### src/hdl/utf8_byte_stream_decoder_unit_assert.svh
// ----------------------------------------------------------------------------
// UTF-8 decoder assertion macros
// Shared concurrent assertion forms for the decoder modules.
// ----------------------------------------------------------------------------
`ifndef UTF8_BYTE_STREAM_DECODER_UNIT_ASSERT_SVH
`define UTF8_BYTE_STREAM_DECODER_UNIT_ASSERT_SVH

// Check a property on every clock edge outside of reset.
`define U8D_ASSERT(lbl, prop, msg) \
    lbl: assert property (@(posedge clk) disable iff (!rst_n) prop) else $error(msg);

// Check a property on every clock edge, reset included.
`define U8D_ASSERT_ALWAYS(lbl, prop, msg) \
    lbl: assert property (@(posedge clk) prop) else $error(msg);

`endif

### src/hdl/u8d_pkg.sv
// ----------------------------------------------------------------------------
// UTF-8 decoder package
// Byte classes, field widths and the lead byte classifier.
// ----------------------------------------------------------------------------
`timescale 1ns / 1ps
`default_nettype none

package u8d_pkg;

    localparam int BYTE_W      = 8;
    localparam int CP_W        = 21;
    localparam int LEN_W       = 3;
    localparam int PEND_W      = 2;
    localparam int QUEUE_DEPTH = 2;

    // Lead byte masks and patterns
    localparam logic [7:0] ASCII_MASK = 8'h80;
    localparam logic [7:0] LEAD2_MASK = 8'hE0;
    localparam logic [7:0] LEAD2_PAT  = 8'hC0;
    localparam logic [7:0] LEAD3_MASK = 8'hF0;
    localparam logic [7:0] LEAD3_PAT  = 8'hE0;
    localparam logic [7:0] LEAD4_MASK = 8'hF8;
    localparam logic [7:0] LEAD4_PAT  = 8'hF0;
    localparam logic [7:0] CONT_MASK  = 8'h3F;

    typedef enum logic [2:0] {
        KIND_ASCII,
        KIND_LEAD2,
        KIND_LEAD3,
        KIND_LEAD4,
        KIND_CONT,
        KIND_INVALID
    } u8d_kind_t;

    // One classified byte traveling from front to back
    typedef struct packed {
        u8d_kind_t         kind;
        logic [BYTE_W-1:0] data;
    } u8d_item_t;

    // Classify a byte as if it were a lead byte
    function automatic u8d_kind_t u8d_classify(input logic [BYTE_W-1:0] b);
        u8d_kind_t k;
        if ((b & ASCII_MASK) == 8'h00) begin
            k = KIND_ASCII;
        end
        else if ((b & LEAD2_MASK) == LEAD2_PAT) begin
            k = KIND_LEAD2;
        end
        else if ((b & LEAD3_MASK) == LEAD3_PAT) begin
            k = KIND_LEAD3;
        end
        else if ((b & LEAD4_MASK) == LEAD4_PAT) begin
            k = KIND_LEAD4;
        end
        else if ((b & LEAD4_MASK) == LEAD4_MASK) begin
            k = KIND_INVALID;
        end
        else begin
            k = KIND_CONT;
        end
        return k;
    endfunction

endpackage

`default_nettype wire

### src/hdl/u8d_front.sv
// ----------------------------------------------------------------------------
// UTF-8 decoder front stage
// Accepts input beats, classifies each byte and pushes it into the queue.
// ----------------------------------------------------------------------------
`timescale 1ns / 1ps
`default_nettype none

module u8d_front
    import u8d_pkg::*;
(
    input  wire logic              clk,
    input  wire logic              rst_n,
    input  wire logic              s_tvalid,
    output logic                   s_tready,
    input  wire logic [BYTE_W-1:0] s_tdata,    // [7:0] in_byte
    output logic                   push,
    output u8d_item_t              push_item,
    input  wire logic              q_ready
);

    logic      valid_reg;
    logic      valid_next;
    u8d_item_t item_reg;
    logic      take;

    // Hand the held beat to the queue whenever it has room
    assign push      = valid_reg && q_ready;
    assign push_item = item_reg;
    assign s_tready  = !valid_reg || q_ready;
    assign take      = s_tvalid && s_tready;

    always_comb
    begin
        valid_next = valid_reg;
        if (take)
        begin
            valid_next = 1'b1;
        end
        else if (push)
        begin
            valid_next = 1'b0;
        end
    end

    // Hold the valid flag
    always_ff @(posedge clk or negedge rst_n)
    begin
        if (!rst_n)
        begin
            valid_reg <= 1'b0;
        end
        else
        begin
            valid_reg <= valid_next;
        end
    end

    // Capture and classify the accepted byte
    always_ff @(posedge clk)
    begin
        if (take)
        begin
            item_reg.kind <= u8d_classify(s_tdata);
            item_reg.data <= s_tdata;
        end
    end

endmodule

`default_nettype wire

### src/hdl/u8d_queue.sv
// ----------------------------------------------------------------------------
// UTF-8 decoder queue
// Short register queue that decouples the front stage from the back stage.
// ----------------------------------------------------------------------------
`timescale 1ns / 1ps
`default_nettype none

`include "utf8_byte_stream_decoder_unit_assert.svh"

module u8d_queue
    import u8d_pkg::*;
#(
    parameter int DEPTH = QUEUE_DEPTH
)
(
    input  wire logic      clk,
    input  wire logic      rst_n,
    input  wire logic      push,
    input  wire u8d_item_t push_item,
    output logic           q_ready,
    output logic           q_valid,
    output u8d_item_t      q_item,
    input  wire logic      pop
);

    localparam int PTR_W = (DEPTH > 1) ? $clog2(DEPTH) : 1;
    localparam int CNT_W = $clog2(DEPTH + 1);

    u8d_item_t        slot_reg [DEPTH];
    logic [PTR_W-1:0] wr_ptr_reg;
    logic [PTR_W-1:0] wr_ptr_next;
    logic [PTR_W-1:0] rd_ptr_reg;
    logic [PTR_W-1:0] rd_ptr_next;
    logic [CNT_W-1:0] count_reg;
    logic [CNT_W-1:0] count_next;

    assign q_ready = (count_reg != CNT_W'(DEPTH));
    assign q_valid = (count_reg != '0);
    assign q_item  = slot_reg[rd_ptr_reg];

    // Advance pointers and the fill count
    always_comb
    begin
        wr_ptr_next = wr_ptr_reg;
        rd_ptr_next = rd_ptr_reg;
        count_next  = count_reg;
        if (push)
        begin
            wr_ptr_next = (wr_ptr_reg == PTR_W'(DEPTH - 1)) ? '0 : wr_ptr_reg + PTR_W'(1);
        end
        if (pop)
        begin
            rd_ptr_next = (rd_ptr_reg == PTR_W'(DEPTH - 1)) ? '0 : rd_ptr_reg + PTR_W'(1);
        end
        if (push && !pop)
        begin
            count_next = count_reg + CNT_W'(1);
        end
        else if (pop && !push)
        begin
            count_next = count_reg - CNT_W'(1);
        end
    end

    always_ff @(posedge clk or negedge rst_n)
    begin
        if (!rst_n)
        begin
            wr_ptr_reg <= '0;
            rd_ptr_reg <= '0;
            count_reg  <= '0;
        end
        else
        begin
            wr_ptr_reg <= wr_ptr_next;
            rd_ptr_reg <= rd_ptr_next;
            count_reg  <= count_next;
        end
    end

    // Write the pushed beat
    always_ff @(posedge clk)
    begin
        if (push)
        begin
            slot_reg[wr_ptr_reg] <= push_item;
        end
    end

    `U8D_ASSERT(a_no_overflow, push |-> q_ready, "push into a full queue")
    `U8D_ASSERT(a_no_underflow, pop |-> q_valid, "pop from an empty queue")
    `U8D_ASSERT(a_count_tracks, (push && !pop) |=> (count_reg == $past(count_reg) + CNT_W'(1)),
                "fill count did not advance on push")

endmodule

`default_nettype wire

### src/hdl/u8d_back.sv
// ----------------------------------------------------------------------------
// UTF-8 decoder back stage
// Tracks the sequence in progress and registers finished code points.
// ----------------------------------------------------------------------------
`timescale 1ns / 1ps
`default_nettype none

`include "utf8_byte_stream_decoder_unit_assert.svh"

module u8d_back
    import u8d_pkg::*;
(
    input  wire logic                 clk,
    input  wire logic                 rst_n,
    input  wire logic                 q_valid,
    input  wire u8d_item_t            q_item,
    output logic                      pop,
    output logic                      m_tvalid,
    input  wire logic                 m_tready,
    output logic [CP_W+LEN_W-1:0]     m_tdata,    // [20:0] code_point, [23:21] seq_length
    output logic                      m_tuser     // [0] status
);

    logic [PEND_W-1:0] pend_reg;
    logic [PEND_W-1:0] pend_next;
    logic [CP_W-1:0]   part_reg;
    logic [CP_W-1:0]   part_next;
    logic [LEN_W-1:0]  total_reg;
    logic [LEN_W-1:0]  total_next;
    logic              m_valid_reg;
    logic              m_valid_next;
    logic [CP_W-1:0]   cp_reg;
    logic [CP_W-1:0]   cp_next;
    logic [LEN_W-1:0]  len_reg;
    logic [LEN_W-1:0]  len_next;
    logic              status_reg;
    logic              status_next;
    logic              emit;
    logic [CP_W-1:0]   shifted;
    logic [PEND_W-1:0] pend_dec;

    // Take a beat when the output slot is free or draining
    assign pop      = q_valid && (!m_valid_reg || m_tready);
    assign m_tvalid = m_valid_reg;
    assign m_tdata  = {len_reg, cp_reg};
    assign m_tuser  = status_reg;

    assign shifted  = {part_reg[CP_W-7:0], q_item.data[5:0]};
    assign pend_dec = pend_reg - PEND_W'(1);

    // Decode the next byte
    always_comb
    begin
        pend_next   = pend_reg;
        part_next   = part_reg;
        total_next  = total_reg;
        emit        = 1'b0;
        cp_next     = '0;
        len_next    = '0;
        status_next = 1'b0;
        if (pend_reg != '0)
        begin
            // Shift in the continuation payload, unchecked
            pend_next = pend_dec;
            part_next = shifted;
            if (pend_dec == '0)
            begin
                emit       = 1'b1;
                cp_next    = shifted;
                len_next   = total_reg;
                part_next  = '0;
                total_next = '0;
            end
        end
        else
        begin
            case (q_item.kind)
                KIND_ASCII:
                begin
                    emit     = 1'b1;
                    cp_next  = CP_W'(q_item.data[6:0]);
                    len_next = LEN_W'(1);
                end
                KIND_LEAD2:
                begin
                    part_next  = CP_W'(q_item.data[4:0]);
                    pend_next  = PEND_W'(1);
                    total_next = LEN_W'(2);
                end
                KIND_LEAD3:
                begin
                    part_next  = CP_W'(q_item.data[3:0]);
                    pend_next  = PEND_W'(2);
                    total_next = LEN_W'(3);
                end
                KIND_LEAD4:
                begin
                    part_next  = CP_W'(q_item.data[2:0]);
                    pend_next  = PEND_W'(3);
                    total_next = LEN_W'(4);
                end
                default:
                begin
                    // Stray continuation or out of range lead byte
                    emit        = 1'b1;
                    status_next = 1'b1;
                end
            endcase
        end
    end

    always_comb
    begin
        m_valid_next = m_valid_reg && !m_tready;
        if (pop && emit)
        begin
            m_valid_next = 1'b1;
        end
    end

    // Hold sequence state and the output valid flag
    always_ff @(posedge clk or negedge rst_n)
    begin
        if (!rst_n)
        begin
            pend_reg    <= '0;
            part_reg    <= '0;
            total_reg   <= '0;
            m_valid_reg <= 1'b0;
        end
        else
        begin
            m_valid_reg <= m_valid_next;
            if (pop)
            begin
                pend_reg  <= pend_next;
                part_reg  <= part_next;
                total_reg <= total_next;
            end
        end
    end

    // Load the result payload
    always_ff @(posedge clk)
    begin
        if (pop && emit)
        begin
            cp_reg     <= cp_next;
            len_reg    <= len_next;
            status_reg <= status_next;
        end
    end

    `U8D_ASSERT(a_error_clean, (m_valid_reg && status_reg) |-> (cp_reg == '0 && len_reg == '0),
                "error beat carries a code point or length")
    `U8D_ASSERT(a_good_length, (m_valid_reg && !status_reg) |-> (len_reg != '0),
                "decoded beat has zero length")
    `U8D_ASSERT_ALWAYS(a_pend_total, (pend_reg != '0) |-> (total_reg > LEN_W'(pend_reg)),
                "pending count not below sequence length")
    `U8D_ASSERT_ALWAYS(a_idle_clear, (pend_reg == '0) |-> (total_reg == '0 && part_reg == '0),
                "sequence state left over when idle")

endmodule

`default_nettype wire

### src/hdl/utf8_byte_stream_decoder_unit.sv
// ----------------------------------------------------------------------------
// UTF-8 byte stream decoder
// Turns a stream of UTF-8 bytes into code points with their byte lengths.
// ----------------------------------------------------------------------------
// The decoder takes one byte per clock and returns one beat for each completed
// character: the code point and its length in bytes, or an error beat (status
// set, code point and length zero) for a stray continuation byte or a lead
// byte of 0xF8 and above seen with no sequence open. Bytes that only extend a
// sequence produce no beat, and continuation bytes are not checked. The input
// keeps a sustained rate of one byte per cycle while the output is not
// stalled, set by the shift and merge in the back stage; a result is loaded
// into the front register when its last byte is accepted, then into the queue
// slot, then into the output register.
// Output stalls are absorbed by the queue before the input is held off.
`timescale 1ns / 1ps
`default_nettype none

module utf8_byte_stream_decoder_unit
    import u8d_pkg::*;
#(
    parameter int DEPTH = QUEUE_DEPTH
)
(
    input  wire logic                 clk,
    input  wire logic                 rst_n,
    input  wire logic                 s_tvalid,
    output logic                      s_tready,
    input  wire logic [BYTE_W-1:0]    s_tdata,    // [7:0] in_byte
    output logic                      m_tvalid,
    input  wire logic                 m_tready,
    output logic [CP_W+LEN_W-1:0]     m_tdata,    // [20:0] code_point, [23:21] seq_length
    output logic                      m_tuser     // [0] status
);

    logic      push;
    u8d_item_t push_item;
    logic      q_ready;
    logic      q_valid;
    u8d_item_t q_item;
    logic      pop;

    u8d_front u_front (
        .clk       (clk),
        .rst_n     (rst_n),
        .s_tvalid  (s_tvalid),
        .s_tready  (s_tready),
        .s_tdata   (s_tdata),
        .push      (push),
        .push_item (push_item),
        .q_ready   (q_ready)
    );

    u8d_queue #(
        .DEPTH (DEPTH)
    ) u_queue (
        .clk       (clk),
        .rst_n     (rst_n),
        .push      (push),
        .push_item (push_item),
        .q_ready   (q_ready),
        .q_valid   (q_valid),
        .q_item    (q_item),
        .pop       (pop)
    );

    u8d_back u_back (
        .clk      (clk),
        .rst_n    (rst_n),
        .q_valid  (q_valid),
        .q_item   (q_item),
        .pop      (pop),
        .m_tvalid (m_tvalid),
        .m_tready (m_tready),
        .m_tdata  (m_tdata),
        .m_tuser  (m_tuser)
    );

endmodule

`default_nettype wire

### config.mk
export PLATFORM = sky130hd
export DESIGN_NAME = utf8_byte_stream_decoder_unit
export DESIGN_NICKNAME = d
export VERILOG_FILES = /design/src/hdl/u8d_pkg.sv /design/src/hdl/u8d_front.sv /design/src/hdl/u8d_queue.sv /design/src/hdl/u8d_back.sv /design/src/hdl/utf8_byte_stream_decoder_unit.sv
export VERILOG_INCLUDE_DIRS = /design/src /design/src/hdl
export SDC_FILE = /design/constraint.sdc
export NUM_CORES = 1
export LEC_CHECK = 0
export BUFFER_PORTS_ARGS = -buffer_cell sky130_fd_sc_hd__clkbuf_2
export CORE_MARGIN = 4
export CORE_UTILIZATION = 51
export DETAILED_ROUTE_END_ITERATION = 6
export PLACE_DENSITY = 0.75
export SETUP_SLACK_MARGIN = 0.1
export SLEW_MARGIN = 20
export SYNTH_ARGS = -nofsm -noshare
export SYNTH_HDL_FRONTEND = slang
export SYNTH_SLANG_ARGS = --single-unit
### constraint.sdc
create_clock -name clk -period 1.9 [get_ports clk]
set_clock_uncertainty 0.05 [all_clocks]
set_input_delay 0.38 -clock clk [delete_from_list [all_inputs] [get_ports clk]]
set_output_delay 0.38 -clock clk [all_outputs]
set_load 0.05 [all_outputs]
======== Word-level counts from Yosys, hierarchy flattened ========
Memory sizes are Yosys's and may differ from the RTL's.
Cells that the tools add are included.
operators by class
  add/sub/neg operators ................... 5
  equality and inequality tests ........... 9
  muxes and demuxes ....................... 31
  reduce and logical (&&, ||, !) cells .... 28
operators with widths
  kind                                                                    count
  15-bit one-hot mux with 3 select lines                                  1
  21-bit 2-to-1 mux                                                       2
  15-bit 2-to-1 mux                                                       2
  1-bit 2-to-1 mux                                                        14
  3-bit 2-to-1 mux                                                        4
  5-bit equality test (second input constant)                             2
  2-bit 2-to-1 mux                                                        5
  3-bit one-hot mux with 3 select lines                                   1
  8-bit zero test                                                         1
  2-bit nonzero test                                                      4
  4-bit OR reduction                                                      2
  1-bit logical AND                                                       7
  7-bit 2-to-1 mux                                                        1
  3-bit by 2-bit equality test with 1-bit output (second input constant)  2
  2-bit one-hot mux with 3 select lines                                   1
  1-bit zero test                                                         5
  4-bit equality test (second input constant)                             1
  2-bit inequality test (second input constant)                           2
  4-bit nonzero test                                                      1
  2-bit by 1-bit subtractor with 2-bit output (second input constant)     2
  3-bit by 1-bit equality test with 1-bit output (second input constant)  1
  3-bit equality test (second input constant)                             1
  3-bit zero test                                                         1
  3-bit AND reduction                                                     1
  other kinds (7)                                                         9
word-level totals
  register bits after elaboration ......... 62
  RAM bits ................................ 22
  input port bits ......................... 12
  output and inout port bits .............. 27
  memories kept ........................... 1
memory list
  name              words  width  read ports  clocked after memory_dff  write ports  RTL line         text
  u_queue.slot_reg  2      11     1           0                         1            u8d_queue.sv:29  u8d_item_t slot_reg [DEPTH];

======== Depth between registers and ports, before layout ========
An unclocked memory read counts as a cell.
  word-level depth ........................ 7
  depth in mapped cells ................... 7
  depth with buffers taken out ............ 7

======== Cells and area by module ========
A second synthesis with hierarchy kept.
second synthesis, totals
  cells, all modules ...................... 233
  area, all modules ....................... 3,347.0 µm²
by module, submodules not included
  module     times used  cells an instance  area an instance (µm²)
  u8d_back   1           160                1,903.1
  u8d_queue  1           50                 1,018.5
  u8d_front  1           23                 425.4

======== Worst setup path after synthesis ========
Ideal clock, no wire load.
  path type ............................... register -> register
  from .................................... register u_back.m_valid_reg, in the netlist u_back.m_tvalid
  to ...................................... register u_back.cp_reg[0], enable pin
  library setup time ...................... 384 ps
  arrival time ............................ 1,712 ps
  required time ........................... 1,466 ps
  slack ................................... -245 ps
  stages on the path, launching flop included .. 4
  buffers on the path ..................... 0
  period minus slack after synthesis ...... 2,145 ps
  cells stage by stage .................... dfrtp_1 > nor2b_1 > nor3_2 > o21a_1
between the ends
  cells in the longest elaborated chain, start to end .. 4
RTL lines
  element                 RTL line         text
  from (decl)             u8d_back.sv:30   logic m_valid_reg;
  from (signal assigned)  u8d_back.sv:133  m_valid_reg <= m_valid_next;
  1-bit zero test         u8d_back.sv:43   assign pop = q_valid && (!m_valid_reg || m_tready);
  1-bit logical OR        u8d_back.sv:43
  1-bit logical AND       u8d_back.sv:43
  1-bit logical AND       u8d_back.sv:146  if (pop && emit)
  to (signal assigned)    u8d_back.sv:148  cp_reg <= cp_next;
  to (decl)               u8d_back.sv:32   logic [CP_W-1:0] cp_reg;
No other way between the ends.
A chain may end at the register's enable or synchronous reset.

======== Final worst setup path ========
  from .................................... register u_queue.rd_ptr_reg
  to ...................................... register u_back.cp_reg[3] (data pin)
between the ends
  cells in the longest elaborated chain, start to end .. 4
RTL lines
  element                 RTL line         text
  from (decl)             u8d_queue.sv:32  logic [PTR_W-1:0] rd_ptr_reg;
  from (signal assigned)  u8d_queue.sv:76  rd_ptr_reg <= rd_ptr_next;
  memory 2 x 11 bit (*)   --
  3-bit zero test         u8d_back.sv:77   case (q_item.kind)
  7-bit 2-to-1 mux        u8d_back.sv:77
  21-bit 2-to-1 mux (*)   u8d_back.sv:61   if (pend_reg != '0)
  net u_back.cp_next[3]   u8d_back.sv:33   logic [CP_W-1:0] cp_next;
The timed path passes the listed nets; every way through them passes the cells marked *.

==> results.md <==
- Status: completed
- GRT overflow: 0
- Critical Path Start Type: flip-flop
- Max Clk Rate: 0.579 GHz
- Worst setup path class: flip-flop to flip-flop
- Total Routing Usage GR: 16.0%
- Synth Area per Inst: 14.7 sq um
- Area grow syn2layout: 15.7%
- Routability cong.: 0.798
- Total CTS buffers: 9
- Residual DRC: 0
- Final Hold Vio Count: 0
- Die W: 87.9 microns
- Worst Path Arrival: 1880 ps
- Max incr delay on CP: 470 ps
- Drt initial violations: 99
- Antenna violations before repair: 0
- Nets@finish: 288
- Hold_buf cts: 0
- Final core utilization: 62.1%
- Area of the core: 6060 sq um
- Final setup vio count: 0
- Row Count: 28
- Setup crit end kind: flip-flop
- H-tree depth: 3
- Routed Wire Length: 5.48 mm
- Vias in the first global route: 1885
- Root buf cell: clkbuf_8
- Crit-path cells: buf_4 > or3_1 > a21oi_1 > o21bai_1 > nor2_1
- Largest family of logic cells by synthesized area: simple AND/OR/NAND/NOR gates
- Deepest clock path buffer count: 2
- HPWL Detailed: 3.76 mm
- Worst-Margin Slew: 707 ps
- #FFs+latches synth: 81
- Synth Area in Simple Gates: 12.8%
- Slowest-stage cell, CP: dfrtp_2
- Max-cap violations: 0
- Max reg flops: 21
- CTS tree: done
- Post-Synth XOR/XNOR Area: 1.35%
- CTS clock-pin slew for the worst setup and hold paths: 80 ps
- Tightest Hold Check Type: input port to async pin
- Antenna Cells: 0
- Drt pass-1 iters: 4
- RSZ-0062 raised after global routing: true
- Synth Area in Compound Gates: 7.04%
- Post-Synthesis Cells: 222
- Warnings, synthesis: 0
- Netlist cell types: 42
- Worst Path Max Fanout: 8
- Synth Area in Adders: 0.384%
- WL/cell: 15.4 microns
- Vias: 1863
- First-pass GRT wire length: 9.05 mm
- I/O pin total: 39
- Count of pins over their slew limit: 0
- Final period utilization: 90.9%
- Largest net degree at the start of global routing: 27
- Worst path required time: 2050 ps
- Layout cells sized above 1: 28.2%
- Clock sink count: 81
- DIE AREA: 7720 sq um
- Die height: 87.9 microns
- Post-synthesis mux area share: 5.54%
- Slew HR: 52.9%
- Synthesized Nets: 235
- IO Port Bufs: 38
- Starting density of the core: 53.7%
- Min cycle time layout: 1730 ps
- Sequential cell area fraction in the yosys report: 70.7%
- Mapped cell area: 3250 sq um
- Final ANT Viol Nets: 0
- Vias per cell: 5.25
- FF-to-FF setup slack: 170 ps
- Setup TNS Final: 0 ps
- Clock Latency Late Sink: 350 ps
- # fillers: 472
[critical path, delay by kind of cell (launching register included)]
kind                   cells  cell delay [ps]
flip-flops                 1              470
AND/OR/NAND/NOR            2              550
AO/OA/AOI/OAI              2              330
buffers and inverters      1              180
[metal layers]
layer | GRT usage [%] | vias up | share of wire, %
met1 | 18.4 | 898 | 42
li1 | - | 912 | -
met4 | 8.79 | 0 | 2.5
met5 | 0 | - | 0
met2 | 27.1 | 41 | 51
met3 | 4.52 | 12 | 4.3
[synthesized netlist by cell type (all sizes together)]
cell type	instances	area share (%)
and2	18	3.5
or3b	1	0.27
and3	10	1.9
or3	1	0.19
o31ai	3	1.1
xor2	2	0.54
mux2	8	2.8
a21boi	1	0.23
o22ai	1	0.19
edfxtp	55	51
mux2i	9	2.8
nand3	4	0.62
a31o	1	0.27
dfrtp	26	20
ha	1	0.38
a22oi	1	0.23
clkbuf	5	0.61
nor2b	5	0.96
or2	1	0.19
a311oi	1	0.27
nand2b	4	0.77
nand3b	2	0.46
o21a	1	0.23
xnor2	3	0.81
nand2	8	0.92
a21o	10	2.3
nor3b	1	0.23
o21ai	3	0.46
o32ai	1	0.50
o21bai	2	0.46
nor2	16	1.8
nor4bb	1	0.31
inv	5	0.58
buf	4	1.0
a21oi	3	0.46
nor3	3	0.62
o32a	1	0.31
[layout by cell type, fill, tap and decap left out, types with 4 or more instances in the layout]
cell      synthesis  layout
nor2_1           16      15
inv_1             5       5
a21o_1           10      10
clkbuf_2          1      38
and2_1           18      18
nand2b_1          4       4
nand2_1           8       8
edfxtp_1         55      55
dfrtp_1          26      25
buf_4             0      12
mux2i_1           9       9
clkbuf_8          0       9
nor2b_1           5       5
nand3_1           4       4
and3_1           10      10
mux2_2            7       7
[through the flow]
step	cell area [sq um]	std cells	hold WS [ps]	setup slack, ps
after floorplan	3260	222	34.4	137
after CTS	3730	352	35.3	100
after global routing	3760	355	55.8	79.6
final	3760	355	16.5	173
after detailed placement	3570	336	383	115
after global placement	3570	336	374	157
[path summary, 6_finish.rpt]
kind,endpoint,from,cells past startpoint
max reg2reg,u_back.cp_reg[3]$_DFFE_PP_,u_queue.rd_ptr_reg$_DFFE_PN0P_,5
min reg2reg,u_queue.slot_reg[0][9]$_DFFE_PP_,u_front.push_item[9]$_SDFFCE_PP0P_,0
max,u_back.cp_reg[3]$_DFFE_PP_,u_queue.rd_ptr_reg$_DFFE_PN0P_,5
min in group clk,u_front.push_item[0]$_DFFE_PP_,s_tdata[0],1
max in group asynchronous,u_queue.rd_ptr_reg$_DFFE_PN0P_,rst_n,1
min,u_back.part_reg[4]$_DFFE_PN0P_,rst_n,1
[kinds of logic after synthesis]
family | after synthesis
flip-flops | 81
AND/OR/NAND/NOR | 75
AO/OA/AOI/OAI | 29
multiplexers | 17
buffers and inverters | 14
XOR/XNOR | 5
adder cells (fa/ha/maj) | 1
[timing repair]
item / CTS / global route
endpoints found under the setup margin: 0 / 37
buffers inserted: 0 / 2
gates resized for setup: 0 / 3
[layout make-up]
class	instances	area (sq um)	area share, %
sequential	81	2300	61.2
tap	75	93.8	2.49
clock inverter	6	35.0	0.931
timing repair buffer	50	280	7.44
multi-input combinational	128	906	24.1
inverter	5	18.8	0.499
clock buffer	10	128	3.39
Power is left out: the tool's default activity adds up to more than one toggle a clock period on the data nets, which glitch-free logic cannot reach.
